==> src/design/xme_pkg.sv <==
package xme_pkg;

    localparam int OFFSET_WIDTH = 32;
    localparam int DISP_W_MIN   = (OFFSET_WIDTH < 32) ? OFFSET_WIDTH : 32;
    localparam int DISP_W       = (DISP_W_MIN < 8) ? 8 : DISP_W_MIN;

    localparam int MAX_BYTES = 10;

    typedef logic [7:0] t_byte;
    typedef logic [3:0] t_len;

    typedef enum logic [2:0] {
        FORM_RR   = 3'd0,
        FORM_BASE = 3'd1,
        FORM_ABS  = 3'd2,
        FORM_IMM  = 3'd3
    } t_form;

    typedef enum logic [1:0] {
        ST_OK      = 2'd0,
        ST_RANGE   = 2'd1,
        ST_UNSUPP  = 2'd2,
        ST_RSVD    = 2'd3
    } t_status;

    localparam t_byte REX_W      = 8'b0100_1000;
    localparam t_byte OP_MOV_RM  = 8'h89;
    localparam t_byte OP_MOV_LD  = 8'h8B;
    localparam t_byte OP_MOV_MOF = 8'hA1;
    localparam t_byte OP_MOV_IMM = 8'hB8;
    localparam t_byte OP_MOV_I32 = 8'hC7;
    localparam t_byte SIB_RSP    = 8'h24;
    localparam t_byte SIB_ABS    = 8'h25;
    localparam logic [1:0] MOD_IND  = 2'b00;
    localparam logic [1:0] MOD_D8   = 2'b01;
    localparam logic [1:0] MOD_D32  = 2'b10;
    localparam logic [1:0] MOD_REG  = 2'b11;
    localparam logic [2:0] RM_SIB   = 3'b100;
    localparam logic [2:0] REG_RSP  = 3'd4;
    localparam logic [2:0] REG_RBP  = 3'd5;
    localparam logic [2:0] REG_RAX  = 3'd0;

endpackage

==> src/design/xme_if.sv <==
interface xme_in_if import xme_pkg::*; ();
    logic        valid;
    logic        ready;
    logic [2:0]  opcode;
    logic [2:0]  dst_reg;
    logic [2:0]  src_reg;
    logic signed [63:0] operand_value;

    modport source (output valid, opcode, dst_reg, src_reg, operand_value, input ready);
    modport sink   (input valid, opcode, dst_reg, src_reg, operand_value, output ready);
endinterface

interface xme_out_if import xme_pkg::*; ();
    logic        valid;
    logic        ready;
    logic [7:0]  code_byte;
    logic [31:0] item_offset;
    logic        last_byte;
    logic [1:0]  status;

    modport source (output valid, code_byte, item_offset, last_byte, status, input ready);
    modport sink   (input valid, code_byte, item_offset, last_byte, status, output ready);
endinterface

==> src/design/x86_64_mov_encoder_core.sv <==
// An item is registered in the input stage at acceptance and moves into the byte serializer
// when the serializer is free; its first byte is then offered.
// Bytes go out one per cycle while o_out.ready is high; an instruction is 3 to 10 bytes long,
// an error item a single byte. The next item is encoded while the current one drains.
// Reset (i_rst_n low, synchronous) empties both stages and clears the text offset to 0.
module x86_64_mov_encoder_core import xme_pkg::*; (
    input  logic         i_clk,
    input  logic         i_rst_n,
    xme_in_if.sink       i_in,
    xme_out_if.source    o_out
);

    logic               r_a_valid;
    logic [2:0]         r_a_opcode;
    logic [2:0]         r_a_dst;
    logic [2:0]         r_a_src;
    logic [63:0]        r_a_val;

    logic               r_b_valid;
    t_byte              r_b_buf [MAX_BYTES];
    t_len               r_b_len;
    t_len               r_b_idx;
    logic [31:0]        r_b_offset;
    t_status            r_b_status;

    logic [31:0]        r_text_offset;

    t_byte              enc_buf [MAX_BYTES];
    t_len               enc_len;
    t_status            enc_status;

    logic               b_last;
    logic               b_free;
    logic               a_adv;
    logic               fits8;
    logic               fits32;
    logic               fits_disp;
    logic [1:0]         mod;
    t_len               n;

    assign fits8     = (&r_a_val[63:7])  | ~(|r_a_val[63:7]);
    assign fits32    = (&r_a_val[63:31]) | ~(|r_a_val[63:31]);
    assign fits_disp = (&r_a_val[63:DISP_W-1]) | ~(|r_a_val[63:DISP_W-1]);

    always_comb begin
        for (int k = 0; k < MAX_BYTES; k++) begin
            enc_buf[k] = '0;
        end
        enc_len    = 4'd1;
        enc_status = ST_OK;
        mod        = MOD_IND;
        n          = '0;
        unique case (r_a_opcode)
            FORM_RR: begin
                enc_buf[0] = REX_W;
                enc_buf[1] = OP_MOV_RM;
                enc_buf[2] = {MOD_REG, r_a_src, r_a_dst};
                enc_len    = 4'd3;
            end
            FORM_BASE: begin
                if (!fits_disp) begin
                    enc_status = ST_RANGE;
                end else begin
                    if (r_a_val == 64'd0 && r_a_src != REG_RBP) begin
                        mod = MOD_IND;
                    end else if (fits8) begin
                        mod = MOD_D8;
                    end else begin
                        mod = MOD_D32;
                    end
                    enc_buf[0] = REX_W;
                    enc_buf[1] = OP_MOV_LD;
                    enc_buf[2] = {mod, r_a_dst, r_a_src};
                    n = 4'd3;
                    if (r_a_src == REG_RSP) begin
                        enc_buf[n] = SIB_RSP;
                        n = n + 4'd1;
                    end
                    if (mod == MOD_D8) begin
                        enc_buf[n] = r_a_val[7:0];
                        n = n + 4'd1;
                    end else if (mod == MOD_D32) begin
                        enc_buf[n]        = r_a_val[7:0];
                        enc_buf[n + 4'd1] = r_a_val[15:8];
                        enc_buf[n + 4'd2] = r_a_val[23:16];
                        enc_buf[n + 4'd3] = r_a_val[31:24];
                        n = n + 4'd4;
                    end
                    enc_len = n;
                end
            end
            FORM_ABS: begin
                if (r_a_dst == REG_RAX) begin
                    enc_buf[0] = REX_W;
                    enc_buf[1] = OP_MOV_MOF;
                    for (int k = 0; k < 8; k++) begin
                        enc_buf[k + 2] = r_a_val[8*k +: 8];
                    end
                    enc_len = 4'd10;
                end else if (!fits32) begin
                    enc_status = ST_RANGE;
                end else begin
                    enc_buf[0] = REX_W;
                    enc_buf[1] = OP_MOV_LD;
                    enc_buf[2] = {MOD_IND, r_a_dst, RM_SIB};
                    enc_buf[3] = SIB_ABS;
                    for (int k = 0; k < 4; k++) begin
                        enc_buf[k + 4] = r_a_val[8*k +: 8];
                    end
                    enc_len = 4'd8;
                end
            end
            FORM_IMM: begin
                enc_buf[0] = REX_W;
                if (fits32) begin
                    enc_buf[1] = OP_MOV_I32;
                    enc_buf[2] = {MOD_REG, 3'b000, r_a_dst};
                    for (int k = 0; k < 4; k++) begin
                        enc_buf[k + 3] = r_a_val[8*k +: 8];
                    end
                    enc_len = 4'd7;
                end else begin
                    enc_buf[1] = OP_MOV_IMM + {5'd0, r_a_dst};
                    for (int k = 0; k < 8; k++) begin
                        enc_buf[k + 2] = r_a_val[8*k +: 8];
                    end
                    enc_len = 4'd10;
                end
            end
            default: begin
                enc_status = ST_UNSUPP;
            end
        endcase
    end

    assign b_last = (r_b_idx == r_b_len - 4'd1);
    assign b_free = !r_b_valid || (o_out.ready && b_last);
    assign a_adv  = r_a_valid && b_free;

    assign i_in.ready = !r_a_valid || b_free;

    assign o_out.valid       = r_b_valid;
    assign o_out.code_byte   = r_b_buf[r_b_idx];
    assign o_out.item_offset = r_b_offset;
    assign o_out.last_byte   = b_last;
    assign o_out.status      = r_b_status;

    always_ff @(posedge i_clk) begin
        if (!i_rst_n) begin
            r_a_valid     <= 1'b0;
            r_b_valid     <= 1'b0;
            r_b_idx       <= '0;
            r_b_len       <= 4'd1;
            r_text_offset <= '0;
        end else begin
            if (i_in.valid && i_in.ready) begin
                r_a_valid <= 1'b1;
            end else if (a_adv) begin
                r_a_valid <= 1'b0;
            end
            if (a_adv) begin
                r_b_valid <= 1'b1;
                r_b_idx   <= '0;
                r_b_len   <= enc_len;
                if (enc_status == ST_OK) begin
                    r_text_offset <= r_text_offset + {28'd0, enc_len};
                end
            end else if (r_b_valid && o_out.ready) begin
                if (b_last) begin
                    r_b_valid <= 1'b0;
                end else begin
                    r_b_idx <= r_b_idx + 4'd1;
                end
            end
        end
    end

    always_ff @(posedge i_clk) begin
        if (i_in.valid && i_in.ready) begin
            r_a_opcode <= i_in.opcode;
            r_a_dst    <= i_in.dst_reg;
            r_a_src    <= i_in.src_reg;
            r_a_val    <= i_in.operand_value;
        end
        if (a_adv) begin
            r_b_buf    <= enc_buf;
            r_b_offset <= r_text_offset;
            r_b_status <= enc_status;
        end
    end

    a_err_single: assert property (@(posedge i_clk) disable iff (!i_rst_n)
        (o_out.valid && o_out.status != ST_OK) |-> o_out.last_byte)
        else $error("error item not marked last");

    a_idx_range: assert property (@(posedge i_clk) disable iff (!i_rst_n)
        r_b_valid |-> (r_b_idx < r_b_len))
        else $error("byte index beyond instruction length");

    a_offset_hold: assert property (@(posedge i_clk) disable iff (!i_rst_n)
        (i_rst_n && !a_adv) |=> $stable(r_text_offset))
        else $error("text offset moved without an encoded item");

    a_ready_empty: assert property (@(posedge i_clk) disable iff (!i_rst_n)
        !r_a_valid |-> i_in.ready)
        else $error("input stalled while input register empty");

endmodule

==> src/flat_wrapper.sv <==
// flat-port wrapper written by rule: the top's interface ports become plain ports
module x86_64_mov_encoder_core_flat import xme_pkg::*;
  (i_clk, i_rst_n, i_in_valid, i_in_opcode, i_in_dst_reg, i_in_src_reg, i_in_operand_value, i_in_ready, o_out_valid, o_out_code_byte, o_out_item_offset, o_out_last_byte, o_out_status, o_out_ready);
  xme_in_if i_in_i ();
  xme_out_if o_out_i ();
  input  logic i_clk;
  input  logic i_rst_n;
  input wire logic [$bits(i_in_i.valid)-1:0] i_in_valid;
  input wire logic [$bits(i_in_i.opcode)-1:0] i_in_opcode;
  input wire logic [$bits(i_in_i.dst_reg)-1:0] i_in_dst_reg;
  input wire logic [$bits(i_in_i.src_reg)-1:0] i_in_src_reg;
  input wire logic [$bits(i_in_i.operand_value)-1:0] i_in_operand_value;
  output wire logic [$bits(i_in_i.ready)-1:0] i_in_ready;
  output wire logic [$bits(o_out_i.valid)-1:0] o_out_valid;
  output wire logic [$bits(o_out_i.code_byte)-1:0] o_out_code_byte;
  output wire logic [$bits(o_out_i.item_offset)-1:0] o_out_item_offset;
  output wire logic [$bits(o_out_i.last_byte)-1:0] o_out_last_byte;
  output wire logic [$bits(o_out_i.status)-1:0] o_out_status;
  input wire logic [$bits(o_out_i.ready)-1:0] o_out_ready;
  assign i_in_i.valid = i_in_valid;
  assign i_in_i.opcode = i_in_opcode;
  assign i_in_i.dst_reg = i_in_dst_reg;
  assign i_in_i.src_reg = i_in_src_reg;
  assign i_in_i.operand_value = i_in_operand_value;
  assign i_in_ready = i_in_i.ready;
  assign o_out_valid = o_out_i.valid;
  assign o_out_code_byte = o_out_i.code_byte;
  assign o_out_item_offset = o_out_i.item_offset;
  assign o_out_last_byte = o_out_i.last_byte;
  assign o_out_status = o_out_i.status;
  assign o_out_i.ready = o_out_ready;
  x86_64_mov_encoder_core u_core (.i_clk(i_clk), .i_rst_n(i_rst_n), .i_in(i_in_i), .o_out(o_out_i));
endmodule
==> config.mk <==
export PLATFORM = sky130hd
export DESIGN_NAME = x86_64_mov_encoder_core_flat
export DESIGN_NICKNAME = d
export VERILOG_FILES = /design/src/design/xme_pkg.sv /design/src/design/xme_if.sv /design/src/design/x86_64_mov_encoder_core.sv /design/src/flat_wrapper.sv
export SDC_FILE = /design/constraint.sdc
export NUM_CORES = 1
export LEC_CHECK = 0
export ABC_AREA = 1
export BUFFER_PORTS_ARGS = -buffer_cell sky130_fd_sc_hd__buf_2
export CAP_MARGIN = 10
export CORE_MARGIN = 1
export CORE_UTILIZATION = 59
export DETAILED_ROUTE_END_ITERATION = 7
export GPL_TIMING_DRIVEN = 1
export PLACE_DENSITY = 0.86
export SYNTH_ARGS = -nofsm -noshare
export SYNTH_HDL_FRONTEND = slang
export SYNTH_SLANG_ARGS = --single-unit
==> constraint.sdc <==
create_clock -name i_clk -period 5.5 [get_ports i_clk]
set_clock_uncertainty 0.15 [all_clocks]
set_input_delay 0.825 -clock i_clk [delete_from_list [all_inputs] [get_ports i_clk]]
set_output_delay 0.825 -clock i_clk [all_outputs]
set_load 0.05 [all_outputs]
==> flow_results.org <==
** Drt
- In the routed design, unresolved DRC markers number 0.
- Post-detailed-route via-to-cell ratio :: 5.74
- After detailed routing, the total wire length is 27.6 mm.
- The pre-antenna-repair detailed-routing pass consisted of 6 iterations.
- In the final routed layout, each cell accounts on average for 17.7 um.
- Routed length on met3 :: 1.73 mm
- Across all layers, the routed design uses 8914 vias.
- The first routing iteration left 1144 violations.
- The detail route stage leaves a number of antenna-violating nets equal to 0.
- For this block, wires on met1 add up to 11.5 mm.
- Highest Signal Layer :: met4
- Detailed routing placed a total of 13.4 mm of wire on met2.

** Yosys
- Among all cell types in the netlist, the one instantiated most often is sky130_fd_sc_hd__nand2_1.
- Of the post-synthesis cell area, the part taken by muxes is 0%.
- Each instance of the synthesized netlist takes up on average 9.10 um^2.
- Number of enable flip-flop cells after synthesis :: 179
- Share of synthesized cell area in and, or, nand and nor gates :: 22.0%
- Share of synthesized cell area in full adder, half adder and majority cells :: 0.879%
- Summing the areas of all xor and xnor instances in the mapped netlist gives 2.75% of the synthesized area.
- The cell area that synthesis handed to floorplanning was 10800 um^2.
- Sequential elements use 57.5% of the synthesized area.
- Share of the synthesized area in the top cell type :: 49.7%
- The number of different library cells used by synthesis comes to 47.
- Cells after Synth :: 1189
- Compound-gate portion of the synthesized area :: 10.8%
- Post-synthesis sequential element count :: 221
- Ys async rst share :: 0%
- Dominant cell type by area after synthesis :: sky130_fd_sc_hd__edfxtp_1
- When the netlist entered floorplanning its net count stood at 1273.
- Syn. warnings :: 0
- Leading post-synthesis cells by instance count :: sky130_fd_sc_hd__nand2_1, sky130_fd_sc_hd__edfxtp_1, sky130_fd_sc_hd__nor2_1
- After synthesis, the largest family of logic cells by area is simple AND/OR/NAND/NOR gates.
- Top flip-flop cell by instance count after synthesis :: sky130_fd_sc_hd__edfxtp_1
- Biggest area contributors in the synthesized netlist :: sky130_fd_sc_hd__edfxtp_1, sky130_fd_sc_hd__nand2_1, sky130_fd_sc_hd__dfxtp_1

** GRT
- Vias in the first global route :: 8196
- The initial antenna violation count was 0.
- In the global route stage, overall resource usage came out at 29.6%.
- First-pass GRT wire length :: 42.5 mm
- Global routing finished with a remaining overflow of 0.
- Pin count of the biggest net entering global routing :: 65

** Cells and area
- Non-filler instance count after layout :: 1553
- Final nets :: 1390
- The area growth from synthesis to layout is 14.5%.
- The post-route netlist has 14.7% of its cells at a drive strength greater than 1.
- Measured on the finished design, the core utilization comes to 69.0%.
- Count of filler cells inserted in the layout :: 1380
- Total inserted antenna cells :: 0

** Floorplan
- 122 I/O pins were placed.
- The floorplan step defined a core boundary enclosing 18000 um^2.
- The die is 137 um wide.
- Measured along the y axis, the die boundary spans 137 um.
- Effective utilization at floorplan :: 60.2%
- The die covers 18900 um^2.
- Number of rows created at floorplan :: 49

** Clocking
- For this design, the CTS-stage hold fixing added 0 buffers.
- After clock tree synthesis, the clock-pin slew on the worst setup and hold paths is 0.06 ns.
- Number of buffers on the longest clock path :: 3
- Clock latency on the worst-skew pair :: 0.52 ns
- H-tree levels :: 1
- In this run the post-CTS setup repair buffer count came out at 0.
- Total clock sinks :: 221
- TritonCTS built the clock tree.
- After clock tree synthesis, the repair step resized 0 gates.
- Number of CTS-inserted buffers :: 24
- Root Driver :: sky130_fd_sc_hd__clkbuf_16

** Critical path
- Worst reg-to-reg setup slack :: 1.10 ns
- Endpoint kind of the worst setup timing path :: flip-flop
- The most critical setup path has its endpoint at u_core.r_text_offset[26].
- R2r endpoint :: u_core.r_text_offset[26]
- The most critical setup path has its startpoint at u_core.r_a_val[31].
- Crit Reg-Reg Startpoint :: u_core.r_a_val[31]
- Data required time of the worst path :: 5.80 ns
- Startpoint types :: flip-flop
- Of all nets on the critical path, the largest fanout is 16.
- STA puts the critical path data arrival time at 4.70 ns.
- The worst setup path is of the reg -> reg kind.
- Depth of the most critical reg-to-reg path :: 21

** Timing
- The number of pins with negative max-slew slack in the final report came to 0.
- Timing would allow up to 227 MHz.
- Final critical delay including setup and external delays :: 4.40 ns
- Setup repair after global routing left no endpoint under its margin.
- Remaining max-slew budget at the tightest pin :: 34.3%
- On the final layout, the worst hold slack is 0.330 ns.
- Hold Vio Cnt, Final :: 0
- Setup violations remaining at the end of the flow were counted as 0.
- In the final timing run, aggregate negative setup slack is 0 ns.
- Of the available clock period, the critical path in the final layout requires 80.0%.
- Actual slew at the worst max-slew pin :: 0.986 ns

** Power and ir drop
- Cell area power density :: 313 nW/um^2
- Peak supply drop :: 0.000343 V
- For this design the static power due to leakage is 5.13 nW.

** Worst hold path
- Hold crit path type :: reg -> reg
- Worst Min Path Start :: u_core.r_b_len[3]
- Along the worst hold path, the cell count comes to 2.

** Outcome
- The run finished with clean final reports.

** Flow run
- Across the run, the number of max-cap violations was 0.

** Placement
- Routability-driven placement finished with a final weighted congestion of 0.969.
- The wire-length estimate of the detail-placed layout is 19.8 mm.
- Port Buffers :: 121
- Placed Cells incl. Taps :: 1509
## through the flow
stage | setup slack, ns | instance area [um^2] | power, W
floorplan | 1.29 | 10800 | 0.00219
global placement | 1.24 | 11600 | 0.00229
detailed placement | 1.22 | 11600 | 0.00230
CTS | 1.21 | 12400 | 0.00389
global route | 0.802 | 12400 | 0.00399
finish | 1.10 | 12400 | 0.00388
## layer usage
metal  vias to the layer above  track usage [%]
met5                         -                0
met4                         0             11.2
met3                        68             3.46
met2                       404             49.9
met1                      4178             39.3
li1                       4264                -
## registers in the layout (all words and copies together), names as in the netlist
register and count:
u_core.o_out.valid 1, u_core.r_a_src 3, u_core.r_a_dst 3, u_core.r_b_idx 4, u_core.r_a_valid 1, u_core.r_text_offset 32
u_core.o_out.status 2, u_core.r_b_buf 72, u_core.o_out.item_offset 32, u_core.r_a_opcode 3, u_core.r_a_val 64, u_core.r_b_len 4
## where the power goes
| part | leakage, nW | total [W] | switching, W | internal [W] |
|---|---|---|---|---|
| Combinational | 2.61 | 0.000310 | 0.000232 | 0.0000784 |
| Clock | 0.393 | 0.00161 | 0.000642 | 0.000971 |
| Sequential | 2.12 | 0.00195 | 0.0000506 | 0.00190 |
| Total | 5.13 | 0.00388 | 0.000925 | 0.00295 |
## worst max-delay path, stage by stage (launching register included)
cell and delay (ns):
sky130_fd_sc_hd__edfxtp_1 0.50, sky130_fd_sc_hd__nor2_1 0.13, sky130_fd_sc_hd__nand2_1 0.06, sky130_fd_sc_hd__nor2_1 0.31
sky130_fd_sc_hd__nand4_2 0.30, sky130_fd_sc_hd__nand2_4 0.27, sky130_fd_sc_hd__nand2_1 0.10, sky130_fd_sc_hd__inv_1 0.27
sky130_fd_sc_hd__nor2_1 0.13, sky130_fd_sc_hd__nand2_1 0.09, sky130_fd_sc_hd__ha_1 0.15, sky130_fd_sc_hd__inv_1 0.07
sky130_fd_sc_hd__fa_1 0.43, sky130_fd_sc_hd__inv_1 0.08, sky130_fd_sc_hd__nand3_1 0.10, sky130_fd_sc_hd__nand2_1 0.15
sky130_fd_sc_hd__nand3_1 0.20, sky130_fd_sc_hd__nor3_1 0.31, sky130_fd_sc_hd__nand2_1 0.15, sky130_fd_sc_hd__xnor2_1 0.16
sky130_fd_sc_hd__nand2_1 0.07, sky130_fd_sc_hd__a21oi_1 0.15
## worst min path at each step
stage | end
finish | u_core.r_b_len[3]
CTS | u_core.r_a_val[53]
detailed placement | u_core.r_b_len[3]
floorplan | u_core.o_out.item_offset[0]
global route | u_core.r_a_val[49]
global placement | u_core.r_b_len[3]
## cell usage in the layout (no fill, tap or decap), drive strengths merged, types with 5 or more instances in the layout
cell / n
a21oi: 51
edfxtp: 179
nor3: 16
ha: 6
xnor2: 17
nand4: 20
o211ai: 13
nand2: 312
nand3b: 5
nor2: 158
clkinv: 14
buf: 129
clkbuf: 28
a32o: 8
dfxtp: 42
inv: 122
xor2: 17
nand3: 44
o21ai: 98
o22ai: 24
## cell type report
| cell class | count | area [um^2] | area share, % |
|---|---|---|---|
| Sequential cell | 221 | 6220 | 50.2 |
| Multi-Input combinational cell | 806 | 3950 | 31.8 |
| Timing Repair Buffer | 129 | 666 | 5.37 |
| Clock buffer | 28 | 637 | 5.14 |
| Inverter | 124 | 473 | 3.82 |
| Tap cell | 229 | 287 | 2.31 |
| Clock inverter | 16 | 166 | 1.34 |
## cell families after synthesis
| logic type | after synthesis |
|---|---|
| AO/OA/AOI/OAI | 205 |
| XOR/XNOR | 34 |
| adder cells (fa/ha/maj) | 7 |
| buffers and inverters | 162 |
| flip-flops | 221 |
| AND/OR/NAND/NOR | 560 |
Power figures use the tool's default switching activity.
